==> src/hdl/mcr_pkg.sv <==
// Types and constants of the midpoint circle rasterizer
package mcr_pkg;

    localparam int IN_COORD_W  = 12;
    localparam int RADIUS_W    = 11;
    localparam int IN_TDATA_W  = 40;
    localparam int DEC_W       = 16;
    localparam int DIM_W       = 12;
    localparam int STRIDE_W    = 14;
    localparam int OFFSET_W    = 26;
    localparam int COLOR_W     = 24;
    localparam int MIRROR_W    = 3;
    localparam int CFG_INDEX_W = 2;
    localparam int QUEUE_DEPTH = 4;

    localparam logic KIND_START = 1'b0;
    localparam logic KIND_STEP  = 1'b1;

    localparam logic signed [DEC_W-1:0] DEC_INIT = 16'sd3;
    localparam logic signed [DEC_W-1:0] DEC_DIAG = 16'sd10;
    localparam logic signed [DEC_W-1:0] DEC_AXIS = 16'sd6;

    localparam logic [MIRROR_W-1:0] MIRROR_LAST = 3'd7;

    localparam logic [DIM_W-1:0]    WIDTH_RESET  = 12'd640;
    localparam logic [DIM_W-1:0]    HEIGHT_RESET = 12'd480;
    localparam logic [STRIDE_W-1:0] STRIDE_RESET = 14'd1920;
    localparam logic [COLOR_W-1:0]  COLOR_RESET  = 24'd0;

    typedef enum logic [CFG_INDEX_W-1:0] {
        CFG_WIDTH  = 2'd0,
        CFG_HEIGHT = 2'd1,
        CFG_COLOR  = 2'd2
    } t_cfg_reg;

    typedef struct packed {
        logic [DIM_W-1:0]    width;
        logic [DIM_W-1:0]    height;
        logic [STRIDE_W-1:0] stride;
        logic [COLOR_W-1:0]  color;
    } t_cfg;

endpackage

==> src/hdl/mcr_front.sv <==
// Front end: accept items, run the midpoint step, queue step records
module mcr_front #(
    parameter int COORD_BITS = 12,
    localparam int REC_W = 4 * COORD_BITS + 1
) (
    input  logic                                   i_clk,
    input  logic                                   i_rst_n,
    input  logic                                   i_valid,
    output logic                                   o_ready,
    input  logic                                   i_kind,
    input  logic signed [mcr_pkg::IN_COORD_W-1:0]  i_center_x,
    input  logic signed [mcr_pkg::IN_COORD_W-1:0]  i_center_y,
    input  logic        [mcr_pkg::RADIUS_W-1:0]    i_radius,
    output logic                                   o_push,
    input  logic                                   i_push_ready,
    output logic        [REC_W-1:0]                o_rec
);
    import mcr_pkg::*;

    logic signed [COORD_BITS-1:0] r_cx, r_cy, r_x, r_y;
    logic signed [COORD_BITS-1:0] n_cx, n_cy, n_x, n_y;
    logic signed [DEC_W-1:0]      r_dec, n_dec;
    logic                         r_running, n_running;

    logic                         accept, is_start, diag, done_step;
    logic signed [COORD_BITS-1:0] cx0, cy0, y0, x_step, y_step;
    logic signed [DEC_W-1:0]      dec0, xe, ye, dec_step;

    always_comb begin
        accept   = i_valid && i_push_ready;
        is_start = (i_kind == KIND_START);

        cx0  = COORD_BITS'(i_center_x);
        cy0  = COORD_BITS'(i_center_y);
        y0   = COORD_BITS'($signed({1'b0, i_radius}));
        dec0 = DEC_INIT - $signed(DEC_W'({i_radius, 1'b0}));

        diag     = (r_dec > 16'sd0);
        x_step   = r_x + COORD_BITS'(1);
        y_step   = diag ? r_y - COORD_BITS'(1) : r_y;
        xe       = DEC_W'(x_step);
        ye       = DEC_W'(y_step);
        dec_step = diag ? r_dec + ((xe - ye) <<< 2) + DEC_DIAG
                        : r_dec + (xe <<< 2) + DEC_AXIS;
        done_step = (y_step < x_step);

        o_ready = i_push_ready;
        o_push  = accept && (is_start || r_running);
        o_rec   = is_start ? {1'b0, y0, {COORD_BITS{1'b0}}, cy0, cx0}
                           : {done_step, y_step, x_step, r_cy, r_cx};
    end

    always_comb begin
        n_cx      = r_cx;
        n_cy      = r_cy;
        n_x       = r_x;
        n_y       = r_y;
        n_dec     = r_dec;
        n_running = r_running;
        if (accept) begin
            if (is_start) begin
                n_cx      = cx0;
                n_cy      = cy0;
                n_x       = '0;
                n_y       = y0;
                n_dec     = dec0;
                n_running = 1'b1;
            end else if (r_running) begin
                n_x       = x_step;
                n_y       = y_step;
                n_dec     = dec_step;
                n_running = !done_step;
            end
        end
    end

    always_ff @(posedge i_clk) begin
        if (!i_rst_n) begin
            r_cx      <= '0;
            r_cy      <= '0;
            r_x       <= '0;
            r_y       <= '0;
            r_dec     <= '0;
            r_running <= 1'b0;
        end else begin
            r_cx      <= n_cx;
            r_cy      <= n_cy;
            r_x       <= n_x;
            r_y       <= n_y;
            r_dec     <= n_dec;
            r_running <= n_running;
        end
    end

endmodule

==> src/hdl/mcr_fifo.sv <==
// Short queue of step records between front and back end
module mcr_fifo #(
    parameter int WIDTH = 49
) (
    input  logic             i_clk,
    input  logic             i_rst_n,
    input  logic             i_push,
    output logic             o_push_ready,
    input  logic [WIDTH-1:0] i_data,
    output logic             o_valid,
    input  logic             i_pop,
    output logic [WIDTH-1:0] o_data
);
    import mcr_pkg::*;

    localparam int PTR_W = $clog2(QUEUE_DEPTH);
    localparam int CNT_W = PTR_W + 1;

    logic [WIDTH-1:0] r_mem [QUEUE_DEPTH];
    logic [PTR_W-1:0] r_wr, r_rd, n_wr, n_rd;
    logic [CNT_W-1:0] r_count, n_count;
    logic             push, pop;

    always_comb begin
        o_push_ready = (r_count != CNT_W'(QUEUE_DEPTH));
        o_valid      = (r_count != '0);
        o_data       = r_mem[r_rd];
        push         = i_push && o_push_ready;
        pop          = i_pop && o_valid;
        n_wr         = push ? r_wr + PTR_W'(1) : r_wr;
        n_rd         = pop ? r_rd + PTR_W'(1) : r_rd;
        n_count      = r_count + CNT_W'(push) - CNT_W'(pop);
    end

    always_ff @(posedge i_clk) begin
        if (push) begin
            r_mem[r_wr] <= i_data;
        end
    end

    always_ff @(posedge i_clk) begin
        if (!i_rst_n) begin
            r_wr    <= '0;
            r_rd    <= '0;
            r_count <= '0;
        end else begin
            r_wr    <= n_wr;
            r_rd    <= n_rd;
            r_count <= n_count;
        end
    end

endmodule

==> src/hdl/mcr_emit.sv <==
// Back end: expand a step record into eight clipped points with offsets
module mcr_emit #(
    parameter int COORD_BITS = 12,
    localparam int REC_W = 4 * COORD_BITS + 1,
    localparam int PT_W  = COORD_BITS + 1
) (
    input  logic                                i_clk,
    input  logic                                i_rst_n,
    input  logic                                i_rec_valid,
    input  logic [REC_W-1:0]                    i_rec,
    output logic                                o_pop,
    input  mcr_pkg::t_cfg                       i_cfg,
    output logic                                o_valid,
    input  logic                                i_ready,
    output logic signed [PT_W-1:0]              o_point_x,
    output logic signed [PT_W-1:0]              o_point_y,
    output logic                                o_inside,
    output logic [mcr_pkg::OFFSET_W-1:0]        o_offset,
    output logic [mcr_pkg::MIRROR_W-1:0]        o_mirror,
    output logic                                o_last,
    output logic                                o_done
);
    import mcr_pkg::*;

    localparam int CMP_W = (COORD_BITS > DIM_W) ? COORD_BITS : DIM_W;

    logic [MIRROR_W-1:0] r_k;

    logic                 r_s1_v;
    logic signed [PT_W-1:0] r_s1_px, r_s1_py;
    logic [MIRROR_W-1:0]  r_s1_k;
    logic                 r_s1_done;

    logic                 r_s2_v;
    logic signed [PT_W-1:0] r_s2_px, r_s2_py;
    logic [MIRROR_W-1:0]  r_s2_k;
    logic                 r_s2_done, r_s2_in;
    logic [OFFSET_W-1:0]  r_s2_prod;
    logic [STRIDE_W-1:0]  r_s2_x3;

    logic                 r_o_v;
    logic signed [PT_W-1:0] r_o_px, r_o_py;
    logic [MIRROR_W-1:0]  r_o_k;
    logic                 r_o_done, r_o_in;
    logic [OFFSET_W-1:0]  r_o_off;

    logic                 s1_ready, s2_ready, s3_ready, s1_load;
    logic signed [COORD_BITS-1:0] cx, cy, sx, sy, a, b;
    logic signed [PT_W-1:0] cxe, cye, ae, be, px, py;
    logic                 rec_done, in_x, in_y;
    logic [COORD_BITS-1:0] px_u, py_u;
    logic [DIM_W-1:0]     px12, py12;

    always_comb begin
        s3_ready = !r_o_v || i_ready;
        s2_ready = !r_s2_v || s3_ready;
        s1_ready = !r_s1_v || s2_ready;
        s1_load  = i_rec_valid && s1_ready;
        o_pop    = s1_load && (r_k == MIRROR_LAST);

        cx       = i_rec[COORD_BITS-1:0];
        cy       = i_rec[2*COORD_BITS-1:COORD_BITS];
        sx       = i_rec[3*COORD_BITS-1:2*COORD_BITS];
        sy       = i_rec[4*COORD_BITS-1:3*COORD_BITS];
        rec_done = i_rec[4*COORD_BITS];

        a   = r_k[2] ? sy : sx;
        b   = r_k[2] ? sx : sy;
        cxe = PT_W'(cx);
        cye = PT_W'(cy);
        ae  = PT_W'(a);
        be  = PT_W'(b);
        px  = r_k[1] ? cxe - ae : cxe + ae;
        py  = r_k[0] ? cye - be : cye + be;

        px_u = r_s1_px[COORD_BITS-1:0];
        py_u = r_s1_py[COORD_BITS-1:0];
        px12 = DIM_W'(px_u);
        py12 = DIM_W'(py_u);
        in_x = !r_s1_px[COORD_BITS] && (CMP_W'(px_u) < CMP_W'(i_cfg.width));
        in_y = !r_s1_py[COORD_BITS] && (CMP_W'(py_u) < CMP_W'(i_cfg.height));
    end

    always_ff @(posedge i_clk) begin
        if (s1_load) begin
            r_s1_px   <= px;
            r_s1_py   <= py;
            r_s1_k    <= r_k;
            r_s1_done <= rec_done;
        end
        if (s2_ready) begin
            r_s2_px   <= r_s1_px;
            r_s2_py   <= r_s1_py;
            r_s2_k    <= r_s1_k;
            r_s2_done <= r_s1_done;
            r_s2_in   <= in_x && in_y;
            r_s2_prod <= OFFSET_W'(i_cfg.stride) * OFFSET_W'(py12);
            r_s2_x3   <= STRIDE_W'({px12, 1'b0}) + STRIDE_W'(px12);
        end
        if (s3_ready) begin
            r_o_px   <= r_s2_px;
            r_o_py   <= r_s2_py;
            r_o_k    <= r_s2_k;
            r_o_done <= r_s2_done;
            r_o_in   <= r_s2_in;
            r_o_off  <= r_s2_in ? r_s2_prod + OFFSET_W'(r_s2_x3) : '0;
        end
    end

    always_ff @(posedge i_clk) begin
        if (!i_rst_n) begin
            r_k    <= '0;
            r_s1_v <= 1'b0;
            r_s2_v <= 1'b0;
            r_o_v  <= 1'b0;
        end else begin
            if (s1_load) begin
                r_k <= r_k + MIRROR_W'(1);
            end
            if (s1_ready) begin
                r_s1_v <= i_rec_valid;
            end
            if (s2_ready) begin
                r_s2_v <= r_s1_v;
            end
            if (s3_ready) begin
                r_o_v <= r_s2_v;
            end
        end
    end

    assign o_valid   = r_o_v;
    assign o_point_x = r_o_px;
    assign o_point_y = r_o_py;
    assign o_inside  = r_o_in;
    assign o_offset  = r_o_off;
    assign o_mirror  = r_o_k;
    assign o_last    = (r_o_k == MIRROR_LAST);
    assign o_done    = r_o_done;

endmodule

==> src/hdl/midpoint_circle_rasterizer.sv <==
// Top level of the midpoint circle rasterizer
//
// Input stream: one transaction per item. tuser is the kind (start a circle
// or advance one step); tdata carries center and radius, read on start only.
// An advance while no circle runs is taken and dropped.
// Output stream: eight transactions per start or advance, one per mirrored
// point in fixed order; tlast marks the eighth, tuser flags the step that
// closes the circle. Points carry the clip flag, blue-byte offset and color.
// Config channel: writes image width, image height and brush color by index;
// always ready, to be written only while no point is pending.
// An item's step record is written into the step queue, and its first point then
// passes the three pipe registers before it is presented. The point expander feeds
// one point per cycle, while the receiver does not stall, into its three-stage pipe;
// a four-entry step queue lets the input run ahead meanwhile.
// Reset: synchronous, active low; clears the running circle, the queue and
// the pipe, and restores width 640, height 480 and black.
// A stalled receiver holds the output transaction; the pipe, then the queue,
// then the input channel back up behind it without loss.
module midpoint_circle_rasterizer #(
    parameter int COORD_BITS = 12,
    localparam int PT_W = COORD_BITS + 1,
    localparam int OUT_FIELDS_W = 2 * PT_W + 1 + mcr_pkg::OFFSET_W
                                  + mcr_pkg::COLOR_W + mcr_pkg::MIRROR_W,
    localparam int OUT_TDATA_W = ((OUT_FIELDS_W + 7) / 8) * 8
) (
    input  logic                                i_clk,
    input  logic                                i_rst_n,
    // center_x[11:0], center_y[23:12], radius[34:24], zero pad
    input  logic [mcr_pkg::IN_TDATA_W-1:0]      i_s_axis_tdata,
    // kind
    input  logic                                i_s_axis_tuser,
    input  logic                                i_s_axis_tvalid,
    output logic                                o_s_axis_tready,
    // point_x, point_y, inside_res, byte_offset, pixel_color, mirror_index,
    // zero pad
    output logic [OUT_TDATA_W-1:0]              o_m_axis_tdata,
    // done_res
    output logic                                o_m_axis_tuser,
    output logic                                o_m_axis_tlast,
    output logic                                o_m_axis_tvalid,
    input  logic                                i_m_axis_tready,
    input  logic                                i_cfg_valid,
    output logic                                o_cfg_ready,
    input  logic [mcr_pkg::CFG_INDEX_W-1:0]     i_cfg_index,
    input  logic [mcr_pkg::COLOR_W-1:0]         i_cfg_data
);
    import mcr_pkg::*;

    localparam int REC_W = 4 * COORD_BITS + 1;

    t_cfg r_cfg, n_cfg;

    logic                  push, push_ready, rec_valid, pop;
    logic [REC_W-1:0]      rec_in, rec_out;
    logic signed [PT_W-1:0] point_x, point_y;
    logic                  in_image;
    logic [OFFSET_W-1:0]   offset;
    logic [MIRROR_W-1:0]   mirror;
    logic [DIM_W-1:0]      cfg_w;

    assign o_cfg_ready = 1'b1;
    assign cfg_w       = i_cfg_data[DIM_W-1:0];

    always_comb begin
        n_cfg = r_cfg;
        if (i_cfg_valid) begin
            unique case (i_cfg_index)
                CFG_WIDTH: begin
                    n_cfg.width  = cfg_w;
                    n_cfg.stride = (STRIDE_W'({cfg_w, 1'b0}) + STRIDE_W'(cfg_w)
                                    + STRIDE_W'(3)) & ~STRIDE_W'(3);
                end
                CFG_HEIGHT: n_cfg.height = i_cfg_data[DIM_W-1:0];
                CFG_COLOR:  n_cfg.color  = i_cfg_data;
                default:    n_cfg = r_cfg;
            endcase
        end
    end

    always_ff @(posedge i_clk) begin
        if (!i_rst_n) begin
            r_cfg.width  <= WIDTH_RESET;
            r_cfg.height <= HEIGHT_RESET;
            r_cfg.stride <= STRIDE_RESET;
            r_cfg.color  <= COLOR_RESET;
        end else begin
            r_cfg <= n_cfg;
        end
    end

    mcr_front #(.COORD_BITS(COORD_BITS)) u_front (
        .i_clk        (i_clk),
        .i_rst_n      (i_rst_n),
        .i_valid      (i_s_axis_tvalid),
        .o_ready      (o_s_axis_tready),
        .i_kind       (i_s_axis_tuser),
        .i_center_x   (i_s_axis_tdata[IN_COORD_W-1:0]),
        .i_center_y   (i_s_axis_tdata[2*IN_COORD_W-1:IN_COORD_W]),
        .i_radius     (i_s_axis_tdata[2*IN_COORD_W+RADIUS_W-1:2*IN_COORD_W]),
        .o_push       (push),
        .i_push_ready (push_ready),
        .o_rec        (rec_in)
    );

    mcr_fifo #(.WIDTH(REC_W)) u_fifo (
        .i_clk        (i_clk),
        .i_rst_n      (i_rst_n),
        .i_push       (push),
        .o_push_ready (push_ready),
        .i_data       (rec_in),
        .o_valid      (rec_valid),
        .i_pop        (pop),
        .o_data       (rec_out)
    );

    mcr_emit #(.COORD_BITS(COORD_BITS)) u_emit (
        .i_clk       (i_clk),
        .i_rst_n     (i_rst_n),
        .i_rec_valid (rec_valid),
        .i_rec       (rec_out),
        .o_pop       (pop),
        .i_cfg       (r_cfg),
        .o_valid     (o_m_axis_tvalid),
        .i_ready     (i_m_axis_tready),
        .o_point_x   (point_x),
        .o_point_y   (point_y),
        .o_inside    (in_image),
        .o_offset    (offset),
        .o_mirror    (mirror),
        .o_last      (o_m_axis_tlast),
        .o_done      (o_m_axis_tuser)
    );

    assign o_m_axis_tdata = OUT_TDATA_W'({mirror, r_cfg.color, offset, in_image,
                                          point_y, point_x});

endmodule

==> config.mk <==
export PLATFORM = sky130hd
export DESIGN_NAME = midpoint_circle_rasterizer
export DESIGN_NICKNAME = d
export VERILOG_FILES = /design/src/hdl/mcr_pkg.sv /design/src/hdl/mcr_front.sv /design/src/hdl/mcr_fifo.sv /design/src/hdl/mcr_emit.sv /design/src/hdl/midpoint_circle_rasterizer.sv
export SDC_FILE = /design/constraint.sdc
export NUM_CORES = 1
export LEC_CHECK = 0
export ABC_AREA = 1
export BUFFER_PORTS_ARGS = -buffer_cell sky130_fd_sc_hd__buf_4
export CAP_MARGIN = 10
export CORE_ASPECT_RATIO = 1.4
export CORE_MARGIN = 3
export CORE_UTILIZATION = 47
export DETAILED_ROUTE_END_ITERATION = 7
export PLACE_DENSITY_LB_ADDON = 0.05
export SYNTH_ARGS = -nofsm -noshare
export SYNTH_HDL_FRONTEND = slang
export SYNTH_SLANG_ARGS = --single-unit
==> constraint.sdc <==
create_clock -name i_clk -period 5.4 [get_ports i_clk]
set_input_delay 0.54 -clock i_clk [delete_from_list [all_inputs] [get_ports i_clk]]
set_output_delay 0.54 -clock i_clk [all_outputs]
set_load 0.03 [all_outputs]
=== After elaboration in Yosys (flattened, before gate mapping) ===
Memory sizes are Yosys's and may differ from the RTL's. A register that Yosys moved wholly into a read port is not among the register bits.
Index checks and enable logic that the tools add are counted.
W data, S select, Z words.

* Flip-flop bits (word level): 294
* Bits in writable memories: 196
* Output and inout port bits: 85
* Memories kept: 1

* $add $sub $neg: 21
* Multiply operators: 1
* Order comparisons: 4
* Eq/ne operators: 6
* Mux-type cells: 19
* Bitwise operators: 1
* Reductions and logical operators: 26

{| class="wikitable"
|+ Memories
! name !! depth !! width !! rd ports !! clocked after Yosys merged registers in !! write ports !! RTL line !! text
|-
| u_fifo.r_mem || 4 || 49 || 1 || 1 || 1 || mcr_fifo.sv:19 || <nowiki>logic [WIDTH-1:0] r_mem [QUEUE_DEPTH];</nowiki>
|}

{| class="wikitable"
|+ Operator list
! operator !! count
|-
| $mux W12 || 7
|-
| $mux W49 || 1
|-
| $mux W16 || 3
|-
| $sub A12 B12 Y13 || 3
|-
| $lt A12 B12 Y1 || 3
|-
| $add A13 B12 Y14 || 2
|-
| $add A12 B12 Y13 || 2
|-
| $add A26 B14 Y26 || 1
|-
| $mux W13 || 2
|-
| $mul A12 B12 Y24 || 1
|-
| $add A16 B14 Y16 || 1
|-
| $add A16 B16 Y16 || 1
|-
| $add A16 B4 Y16 const B || 1
|-
| $add A16 B5 Y16 const B || 1
|-
| $gt A16 B1 Y1 const B || 1
|-
| $add A14 B2 Y14 const B || 1
|-
| $sub A2 B12 Y13 const A || 1
|-
| $add A12 B2 Y12 const B || 1
|-
| $sub A12 B2 Y12 const B || 1
|-
| $reduce_and A2 Y1 || 5
|-
| $logic_and A1 B1 Y1 || 9
|-
| $eq A3 B3 Y1 const B || 2
|-
| $logic_not A1 Y1 || 6
|-
| $add A2 B1 Y2 const B || 2
|-
| 13 further kinds || 20
|}

=== Depth between registers and ports, before layout ===
Gate-level depths: netlist of the first run.

* Depth in word-level cells: 9
* Gate-level depth with buffers: 32

=== Cells and area by module ===
A second synthesis of the first run with hierarchy kept.

* Cells, all modules: 3690
* Area, all modules: 31976.9 µm²

{| class="wikitable"
|+ Modules (own cells, without submodules)
! module !! instances !! cells an instance !! area each (µm²) !! seq. area each (µm²)
|-
| mcr_emit || 1 || 1754 || 15074.5 || 4834.6
|-
| mcr_fifo || 1 || 541 || 7743.7 || 6065.8
|-
| mcr_front || 1 || 969 || 6064.6 || 1301.2
|-
| midpoint_circle_rasterizer || 1 || 426 || 3094.2 || 1201.2
|}

=== Least setup slack after synthesis of the first run ===
Ideal clock, no wire load.

* Kind: reg-to-reg
* From: register u_emit.r_s1_py[11]
* To: register u_emit.r_s2_prod[23], data pin
* Setup time: 0.252 ns
* Arrival: 4.722 ns
* Setup slack: 0.426 ns
* Cell stages (with the launch flop): 23
* Path buffers: 1
* Period minus slack after synthesis: 4.974 ns
* Path through: edfxtp_1 > clkbuf_1 > nand2_1 > inv_1 > fa_1 > inv_1 > fa_1 > inv_1 > fa_1 > fa_1 > inv_1 > fa_1 > inv_1 > ha_1 > a21oi_1 > o21ai_0 > nand2_1 > o211a_1 > nand2_1 > nand3_1 > nand2_1 > nand2_1 > nand2_1

* Word-level cells in the longest chain between the ends: 1

{| class="wikitable"
|+ Ends and longest elaborated chain
! element !! RTL line !! text
|-
| start: declaration || mcr_emit.sv:30 || <nowiki>logic signed [PT_W-1:0] r_s1_px, r_s1_py;</nowiki>
|-
| start signal: assignment || mcr_emit.sv:87 || <nowiki>r_s1_py <= py;</nowiki>
|-
| $mul A12 B12 Y24 || mcr_emit.sv:97 || <nowiki>r_s2_prod <= OFFSET_W'(i_cfg.stride) * OFFSET_W'(py12);</nowiki>
|-
| end signal: assignment || mcr_emit.sv:97 ||
|-
| end: declaration || mcr_emit.sv:38 || <nowiki>logic [OFFSET_W-1:0] r_s2_prod;</nowiki>
|}

Every way passes these cells.
A chain may end at the register's enable or synchronous reset.

=== Worst setup path in the final report of the first run ===
* From: register u_emit.r_s1_py[7]
* To: register u_emit.r_s2_prod[22], data pin

Same word-level chain as after synthesis.

==> flow_summary.json, run 1 <==
{
  "status": "complete, no violations",
  "dp_hpwl_um": 60180,
  "wire_per_inst_um": 18.02,
  "row_count": 109,
  "via_per_inst": 5.268,
  "cts_root_buffer": "clkbuf_16",
  "ys_types": 56,
  "rr_worst_depth": 18,
  "tritoncts.num_buffers": 49,
  "initial_utilization_pct": 47.69,
  "seq_area_frac_synth_pct": 44.12,
  "power_per_cell_area_nw_per_um2": 679.4,
  "hold_path_depth": 3,
  "p_leak_nw": 15.64,
  "syn2layout_area_growth_pct": 12.22,
  "relSlewSlack_pct": 29.67,
  "skew_ns": 0.01448,
  "fin_setup_tns_ns": 0,
  "min_path_type": "input port to flip-flop",
  "whs_ns": 0.1796,
  "synth_top_area_share_pct": 34.85,
  "startpoint": "u_emit.r_s1_py[7]$_DFFE_PP_",
  "num_vias": 23100,
  "synth_largest_area_cell": "edfxtp_1",
  "synth-main-ff-cell": "edfxtp_1",
  "grt_pass1_wl_um": 123900,
  "gr-total-overflow": 0,
  "dieArea_sq_um": 67470,
  "grt_max_degree": 69,
  "cp-end-kind": "flip-flop",
  "async_flop_share_pct": 0,
  "synth_edf_count": 351,
  "n_antenna_cell": 0,
  "clk_pin_slew_ns": 0.07,
  "worstPathRequired_ns": 5.76,
  "gp_congestion": 0.8849,
  "drt_first_pass_iters": 5,
  "crit_type": "flip-flop to flip-flop",
  "fin_crit_sh_pct": 96.93,
  "netlist_area_sq_um": 30240,
  "yosys_register_bits": 491,
  "grt_pass1_vias": 23470,
  "fin_crit_ns": 5.234,
  "clockBufferDepth": 3,
  "crit_end": "u_emit.r_s2_prod[22]$_DFFE_PP_",
  "die_h_um": 306.1,
  "cp_max_fo": 9,
  "cts-htree-levels": 2,
  "finalInstanceArea_sq_um": 33940,
  "synthTopCellsByArea": "edfxtp_1 35%, ha_1 9.6%, dfxtp_1 9.3%, nand2_1 8.7%, fa_1 7.1%",
  "drc": 0,
  "irDropWorstVdd_mv": 0.8346,
  "antenna_left": 0,
  "grt_use_total_pct": 23.53,
  "fmax_mhz": 191.0,
  "syn_area_per_cell_sq_um": 8.929,
  "maxCapViolCount": 0,
  "worst_pin_slew_ns": 1.053,
  "syn_nets": 3799,
  "clock_sinks": 491,
  "r2r-end": "u_emit.r_s2_prod[22]$_DFFE_PP_",
  "io_pins": 157,
  "routed_wl_um": 79030,
  "yosys_warnings": 0,
  "synthCells": 3387,
  "grt_antenna_before_repair": 0,
  "drv_slew": 0,
  "rsz0062_at_grt": "false",
  "rrSetupSlack_ns": 0.17,
  "post-place-cells": 4281,
  "cp-start-kind": "flip-flop",
  "drive_above_1_share_pct": 10.55,
  "finalPower_mw": 23.06,
  "portBuffers": 150,
  "core-area_sq_um": 63420,
  "cts_tree": "yes",
  "cp.arrival_ns": 5.59,
  "die_w_um": 220.4,
  "rr_startpoint": "u_emit.r_s1_py[7]$_DFFE_PP_",
  "finalNonFillerCells": 4385,
  "postPlaceCellArea_sq_um": 32160,
  "drtIter0Drc": 1247,
  "hold_viol_final": 0,
  "clkLatencyLatePin_ns": 0.61,
  "fin_nets": 3924,
  "finalSetupViolCount": 0
}
[where the power goes]
part,leakage [nW],internal (mW),switching (mW),total (mW)
Sequential,4.62,5.45,0.519,5.97
Clock,0.826,1.97,1.55,3.52
Combinational,10.2,5.14,8.43,13.6
[area by class of cell]
type / instances / area, sq um
well taps: 832 / 1041
multi-input cells: 2257 / 14370
repair buffers: 217 / 1629
inverters: 496 / 1867
flip-flops and latches: 491 / 13350
clock inverters: 38 / 380.4
fillers: 5875 / 29480
clock buffers: 54 / 1306
[worst min-delay path by stage]
| stage | slack [ns] | to | start |
|---|---|---|---|
| floorplan | 0.40 | u_emit.o_done$_DFFE_PP_ | u_emit.r_s2_done$_DFFE_PP_ |
| global placement | 0.40 | u_emit.o_point_y[1]$_DFFE_PP_ | u_emit.r_s2_py[1]$_DFFE_PP_ |
| detailed placement | 0.40 | u_emit.o_point_x[12]$_DFFE_PP_ | u_emit.r_s2_px[12]$_DFFE_PP_ |
| CTS | 0.14 | o_m_axis_tdata[74]$_SDFFE_PN0P_ | i_cfg_data[21] |
| global route | 0.16 | o_m_axis_tdata[74]$_SDFFE_PN0P_ | i_cfg_data[21] |
| finish | 0.18 | o_m_axis_tdata[73]$_SDFFE_PN0P_ | i_cfg_data[20] |
[worst max-delay path, cell delays in order (launching register included)]
cell	delay, ns
edfxtp_1	0.60
buf_4	0.23
nand2_1	0.08
fa_1	0.43
fa_1	0.55
inv_1	0.05
ha_1	0.31
fa_1	0.55
inv_1	0.06
fa_1	0.52
inv_1	0.04
ha_1	0.34
nand2_1	0.09
nor2_1	0.27
a21oi_1	0.14
o21ai_0	0.39
nand2_1	0.12
o2111ai_1	0.13
xor2_1	0.10
[cells in the mapped netlist, types with 3 or more instances]
cell / count
o211ai_1: 14
a21boi_0: 4
xor2_1: 78
xnor2_1: 31
dfxtp_1: 140
a21oi_1: 248
o2111ai_1: 4
clkbuf_1: 89
nand4_1: 20
nor2_2: 9
a21o_1: 10
o31ai_1: 4
buf_4: 31
buf_6: 5
o21bai_1: 7
or2_2: 6
nand2_1: 703
buf_2: 16
o22ai_1: 22
nor4_1: 5
o21ai_0: 249
a31oi_1: 17
o21ai_1: 29
inv_1: 482
a31o_2: 3
fa_1: 108
nor3_2: 3
o21ai_2: 21
nor2_1: 238
ha_1: 232
nand3_1: 124
inv_2: 10
nand3b_1: 8
nor3_1: 27
edfxtp_1: 351
o21a_1: 10
[sequential cells by signal (all words and copies together), names as in the netlist, 13 cells and up, named ones only]
name and cells:
u_emit.o_offset 26, u_emit.o_point_y 13, o_m_axis_tdata 24, u_emit.r_s2_py 13
u_fifo.r_mem 196, u_front.r_dec 16, u_emit.r_s2_prod 24, r_cfg 36
u_emit.r_s1_px 13, u_emit.o_point_x 13, u_emit.r_s2_x3 14, u_emit.r_s1_py 13
[cell families (layout without fill, tap and decap cells)]
logic type	count (synthesis)	in the layout	share of synthesized area (%)
compound gates	653	653	11.86
xor+xnor	109	109	3.157
fa+ha+maj	340	340	16.75
buf+inv	639	805	8.523
flops	491	491	44.12
other cells	1	1	0.01240
simple gates	1154	1154	15.58
[what timing repair did]
| item | 4_1_cts | 5_1_grt |
|---|---|---|
| setup endpoints to repair | 0 | 4 |
| hold buffers | 0 | 0 |
| gates resized for setup | 0 | 3 |
| setup buffers | 0 | 12 |
[per-stage QoR]
| step | util [%] | worst slack, ns |
|---|---|---|
| floorplan | - | 0.4259 |
| global placement | 50.71 | 0.2078 |
| detailed placement | 50.71 | 0.1937 |
| CTS | 53.37 | 0.1866 |
| global route | 53.52 | 0.007016 |
| finish | 53.52 | 0.1656 |
[placed cells by master, fill, tap and decap left out, drive strengths merged, types with 17 or more instances in the layout]
| cell type | count |
|---|---|
| o21ai | 299 |
| inv | 499 |
| clkinv | 26 |
| nand3 | 125 |
| xor2 | 78 |
| o22ai | 22 |
| nand2 | 704 |
| clkbuf | 54 |
| dfxtp | 140 |
| ha | 232 |
| buf | 217 |
| fa | 108 |
| nand4 | 20 |
| edfxtp | 351 |
| a21oi | 248 |
| a31oi | 17 |
| xnor2 | 31 |
| nor2 | 247 |
| nor3 | 31 |
[metal layers]
metal  part of all wire (%)  vias to the layer above  track usage (%)
li1                       -                    11430                -
met1                     38                    11030            25.07
met2                     55                      460            45.74
met3                    2.9                      182            2.369
met4                    4.9                        0            10.92
met5                      0                        -                0
(Power assumes the default switching activity.)
==> inputs of run 2 (changes only) <==
--- a/config.mk
+++ b/config.mk
@@ -12,7 +12,7 @@
 export CORE_MARGIN = 3
 export CORE_UTILIZATION = 47
 export DETAILED_ROUTE_END_ITERATION = 7
-export PLACE_DENSITY_LB_ADDON = 0.05
+export PLACE_DENSITY = 0.63
 export SYNTH_ARGS = -nofsm -noshare
 export SYNTH_HDL_FRONTEND = slang
 export SYNTH_SLANG_ARGS = --single-unit
==> run 2 against run 1 <==
Sequential share of layout area hardly changed. Largest power group unchanged. Cell count stayed put. Global-route usage is 1.0 points lower. Power hardly changed. Die area stayed put. Maximum frequency is 2.0% higher. Wire length is 4.4% lower. Register-to-register slack better by 0.10 ns. Critical endpoint is now u_emit.r_s2_prod[18]$_DFFE_PP_. Sequential power hardly changed. Hold slack better by 0.018 ns. Via count is 0.87% lower.
==> flow_summary.json, run 2 (synthesis gave the netlist of run 1 again) <==
{
  "grt_use_total_pct": 22.48,
  "worstPathRequired_ns": 5.75,
  "fin_crit_ns": 5.131,
  "cts_root_buffer": "clkbuf_16",
  "cts-htree-levels": 2,
  "gp_congestion": 0.9775,
  "drv_slew": 0,
  "row_count": 109,
  "die_w_um": 220.4,
  "grt_max_degree": 74,
  "whs_ns": 0.1975,
  "grt.busiest_layer": "met2",
  "largest_reg_flops": 196,
  "tritoncts.num_buffers": 50,
  "top_register": "u_fifo.r_mem",
  "cp-start-kind": "flip-flop",
  "fin_setup_tns_ns": 0,
  "utilization_pct": 53.52,
  "cp_max_fo": 5,
  "cp.arrival_ns": 5.48,
  "via_per_inst": 5.223,
  "rsz0062_at_grt": "false",
  "grt_antenna_before_repair": 0,
  "fin_crit_sh_pct": 95.02,
  "initial_utilization_pct": 47.69,
  "dieArea_sq_um": 67470,
  "min_path_type": "input port to flip-flop",
  "die_h_um": 306.1,
  "gr-total-overflow": 0,
  "fin_nets": 3923,
  "power_per_cell_area_nw_per_um2": 679.2,
  "io_pins": 157,
  "cp-end-kind": "flip-flop",
  "use_met3_pct": 2.449,
  "drt_first_pass_iters": 6,
  "routed_wl_um": 75560,
  "layout_common_cells": "702 x nand2_1, 480 x inv_1, 351 x edfxtp_1, 249 x o21ai_0, 248 x a21oi_1",
  "finalInstanceArea_sq_um": 33940,
  "antenna_left": 0,
  "dp_hpwl_um": 56400,
  "crit_type": "flip-flop to flip-flop",
  "status": "complete, no violations",
  "wire_per_inst_um": 17.23,
  "grt_pass1_vias": 22670,
  "clk_pin_slew_ns": 0.06,
  "finalSetupViolCount": 0,
  "p_leak_nw": 15.64,
  "portBuffers": 150,
  "clkLatencyLatePin_ns": 0.61,
  "fmax_mhz": 194.9,
  "ctsHoldBuffers": 0,
  "clock_sinks": 491,
  "skew_ns": 0.02615,
  "finalPower_mw": 23.05,
  "core-area_sq_um": 63420,
  "syn2layout_area_growth_pct": 12.23,
  "irDropWorstVdd_mv": 0.9004,
  "maxCapViolCount": 0,
  "relSlewSlack_pct": 23.79,
  "drtIter0Drc": 1230,
  "clockBufferDepth": 3,
  "met1_usage_pct": 24.88,
  "worst_pin_slew_ns": 1.142,
  "use_met2_pct": 43.09,
  "layout_commonest_cell": "nand2_1",
  "grt_pass1_wl_um": 119100,
  "n_antenna_cell": 0,
  "hold_viol_final": 0,
  "drc": 0,
  "drive_above_1_share_pct": 10.33,
  "cts_tree": "yes",
  "num_vias": 22900,
  "postPlaceCellArea_sq_um": 32120
}
[run 2: final cells by class]
cell class	count	area, sq um
multi-input cells	2257	14360
inverters	496	1867
clock inverters	35	351.6
clock buffers	59	1358
repair buffers	215	1614
well taps	832	1041
flip-flops and latches	491	13350
fillers	5930	29480
[run 2: stage by stage]
| step | std cells | worst slack (ns) |
|---|---|---|
| floorplan | 3387 | 0.4259 |
| global placement | 4277 | 0.2108 |
| detailed placement | 4277 | 0.1978 |
| CTS | 4371 | 0.1819 |
| global route | 4385 | 0.01126 |
| finish | 4385 | 0.2690 |
[run 2: report_power, final]
group	internal [mW]	total [mW]	switching [mW]
Combinational	5.18	13.5	8.36
Sequential	5.45	5.94	0.488
Clock	2.02	3.57	1.55
[run 2: final timing paths]
kind	from	end	slack, ns	cells after the start
worst min register to register	u_emit.r_s2_py[8]$_DFFE_PP_	u_emit.o_point_y[8]$_DFFE_PP_	0.42	0
worst max register to register	u_emit.r_s1_py[11]$_DFFE_PP_	u_emit.r_s2_prod[18]$_DFFE_PP_	0.27	18
worst max-delay path	u_emit.r_s1_py[11]$_DFFE_PP_	u_emit.r_s2_prod[18]$_DFFE_PP_	0.27	18
worst min-delay path	i_cfg_data[19]	o_m_axis_tdata[72]$_SDFFE_PN0P_	0.20	3
[run 2: critical path: stages (launching register included)]
cell and delay (ns):
edfxtp_1 0.48, buf_4 0.19, nand2_1 0.06, inv_1 0.06
fa_1 0.50, fa_1 0.52, fa_1 0.52, fa_1 0.55
inv_1 0.05, fa_1 0.52, inv_1 0.04, ha_1 0.35
a21oi_1 0.22, o21ai_0 0.15, a21o_1 0.19, a31o_2 0.23
nand2_1 0.06, nand2_1 0.05, xor2_1 0.14
[run 2: timing repair]
item / CTS / global route
hold endpoints to repair: 0 / 0
setup endpoints to repair: 0 / 4
setup buffers: 0 / 14
gates resized for setup: 0 / 2
[run 2: layer usage]
layer  vias up  wire, um  share of wire [%]
met1     10790     29040                 38
met4         0      3309                4.4
met2       520     40520                 54
li1      11440         -                  -
met3       154      2690                3.6
met5         -         0                  0
==> inputs of run 3 (changes only) <==
--- a/config.mk
+++ b/config.mk
@@ -12,6 +12,7 @@
 export CORE_MARGIN = 3
 export CORE_UTILIZATION = 47
 export DETAILED_ROUTE_END_ITERATION = 7
+export MAX_ROUTING_LAYER = met4
 export PLACE_DENSITY = 0.63
 export SYNTH_ARGS = -nofsm -noshare
 export SYNTH_HDL_FRONTEND = slang
==> constraint.sdc (replaced) <==
create_clock -name i_clk -period 5.1 [get_ports i_clk]
set_input_delay 0.51 -clock i_clk [delete_from_list [all_inputs] [get_ports i_clk]]
set_output_delay 0.51 -clock i_clk [all_outputs]
set_load 0.03 [all_outputs]
==> run 3 against run 2 <==
Critical path depth is the same. Worst setup slack got worse by 0.10 ns. Sequential share of layout area shrank 0.47 points. Via count is essentially flat. Final area rose by 1.3%. Wire length decreased by 0.50%. Non-clock buffer count up 37. Power is 13% higher. Hold slack got worse by 0.017 ns.
==> flow_summary.json, run 3 (synthesis gave the netlist of run 1 again) <==
{
  "status": "complete, no violations",
  "portBuffers": 150,
  "n_antenna_cell": 0,
  "fin_nets": 3959,
  "top_register": "u_fifo.r_mem",
  "dieArea_sq_um": 67470,
  "cts_tree": "yes",
  "whs_ns": 0.1802,
  "cp_max_fo": 4,
  "fin_crit_ns": 4.935,
  "ctsHoldBuffers": 0,
  "finalSetupViolCount": 0,
  "largest_reg_flops": 196,
  "cts-htree-levels": 2,
  "hold_viol_final": 0,
  "grt_antenna_before_repair": 0,
  "die_w_um": 220.4,
  "cp.arrival_ns": 5.29,
  "min_path_type": "input port to flip-flop",
  "drive_above_1_share_pct": 12.01,
  "fmax_mhz": 202.6,
  "antenna_left": 0,
  "row_count": 109,
  "finalPower_mw": 26.08,
  "fin_setup_tns_ns": 0,
  "fillers": 5901,
  "drtIter0Drc": 1125,
  "num_vias": 22910,
  "die_h_um": 306.1,
  "drc": 0,
  "drv_slew": 0,
  "routed_wl_um": 75190,
  "grt_pass1_wl_um": 119600,
  "p_leak_nw": 15.86,
  "grt_use_total_pct": 23.18,
  "gp_congestion": 0.9615,
  "syn2layout_area_growth_pct": 13.63,
  "gr-total-overflow": 0,
  "worst_pin_slew_ns": 0.9757,
  "layout_commonest_cell": "nand2_1",
  "cts_root_buffer": "clkbuf_16",
  "fin_crit_sh_pct": 96.76,
  "tritoncts.num_buffers": 49,
  "clkLatencyLatePin_ns": 0.60,
  "clock_sinks": 491,
  "clk_pin_slew_ns": 0.06,
  "core-area_sq_um": 63420,
  "cp-end-kind": "flip-flop",
  "via_per_inst": 5.183,
  "skew_ns": 0.02872,
  "io_pins": 157,
  "relSlewSlack_pct": 34.95,
  "cp-start-kind": "flip-flop",
  "rsz0062_at_grt": "true",
  "drt_first_pass_iters": 5,
  "irDropWorstVdd_mv": 1.481,
  "worstPathRequired_ns": 5.45,
  "layout_common_cells": "698 x nand2_1, 479 x inv_1, 351 x edfxtp_1, 250 x buf_4, 246 x o21ai_0",
  "power_per_cell_area_nw_per_um2": 758.9,
  "dp_hpwl_um": 56940,
  "wire_per_inst_um": 17.01,
  "grt_max_degree": 91,
  "clockBufferDepth": 3,
  "crit_type": "flip-flop to flip-flop",
  "maxCapViolCount": 0,
  "initial_utilization_pct": 47.69,
  "grt_pass1_vias": 22980
}
-- run 3: cell types whose count changed in the layout (fill, tap and decap cells not counted), moves of 5 or more --
cell,previous run,this run
buf_4,215,250
ha_1,232,227
clkinv_1,9,3
a21oi_2,0,6
dfxtp_2,3,8
clkbuf_1,4,10
clkbuf_8,3,8
dfxtp_1,137,132
a21oi_1,248,242
-- run 3: worst paths after layout --
check	slack, ns	from	to	depth (start not counted)
max	0.17	u_emit.r_s1_py[9]$_DFFE_PP_	u_emit.r_s2_prod[18]$_DFFE_PP_	18
max reg2reg	0.17	u_emit.r_s1_py[9]$_DFFE_PP_	u_emit.r_s2_prod[18]$_DFFE_PP_	18
min reg2reg	0.40	u_emit.r_s2_k[1]$_DFFE_PP_	u_emit.o_mirror[1]$_DFFE_PP_	0
min	0.18	i_cfg_data[21]	o_m_axis_tdata[74]$_SDFFE_PN0P_	3
-- run 3: area by class of cell --
type                    instances  area (sq um)  share of cell area (%)
flip-flops and latches        491         13350                   38.86
multi-input cells            2257         14490                   42.16
well taps                     832          1041                   3.029
clock inverters                22         259.0                  0.7537
repair buffers                252          1908                   5.552
clock buffers                  70          1449                   4.216
inverters                     496          1867                   5.432
-- run 3: worst max-delay path, stage by stage, from the launching register on --
cell      delay [ns]
edfxtp_1        0.46
buf_4           0.17
nand2_1         0.05
inv_1           0.06
fa_1            0.58
fa_1            0.46
fa_1            0.52
fa_1            0.54
inv_1           0.05
fa_1            0.53
inv_1           0.06
ha_4            0.26
a21oi_2         0.13
o21ai_0         0.12
a21o_1          0.20
a31o_2          0.23
nand2_1         0.05
nand2_1         0.06
xor2_1          0.14
-- run 3: per-stage QoR --
stage	instance area (sq um)	utilization, %	std cells	setup slack, ns
3_5_place_dp	32440	51.16	4318	0.02688
3_3_place_gp	32440	51.16	4318	0.01666
2_1_floorplan	30240	-	3387	0.1259
4_1_cts	34160	53.86	4410	0.06410
5_1_grt	34370	54.19	4420	-0.01662
6_report	34370	54.19	4420	0.1652
-- run 3: timing repair --
item,in CTS,in global routing
endpoints found under the hold margin,0,0
setup endpoints to repair,1,16
pin swaps,0,10
setup buffers,0,10
gates cloned,0,0
gates resized for setup,1,37
-- run 3: power breakdown --
| part | leakage (nW) | switching, mW | internal (mW) |
|---|---|---|---|
| clock network | 0.844 | 1.57 | 2.20 |
| registers | 4.62 | 0.492 | 5.77 |
| logic | 10.4 | 9.49 | 6.55 |
-- run 3: layer usage --
layer / global-route usage [%] / part of all wire [%]
met5: - / 0
met1: 24.77 / 38
met3: 2.359 / 3.5
met2: 43.33 / 54
met4: 9.335 / 4.4
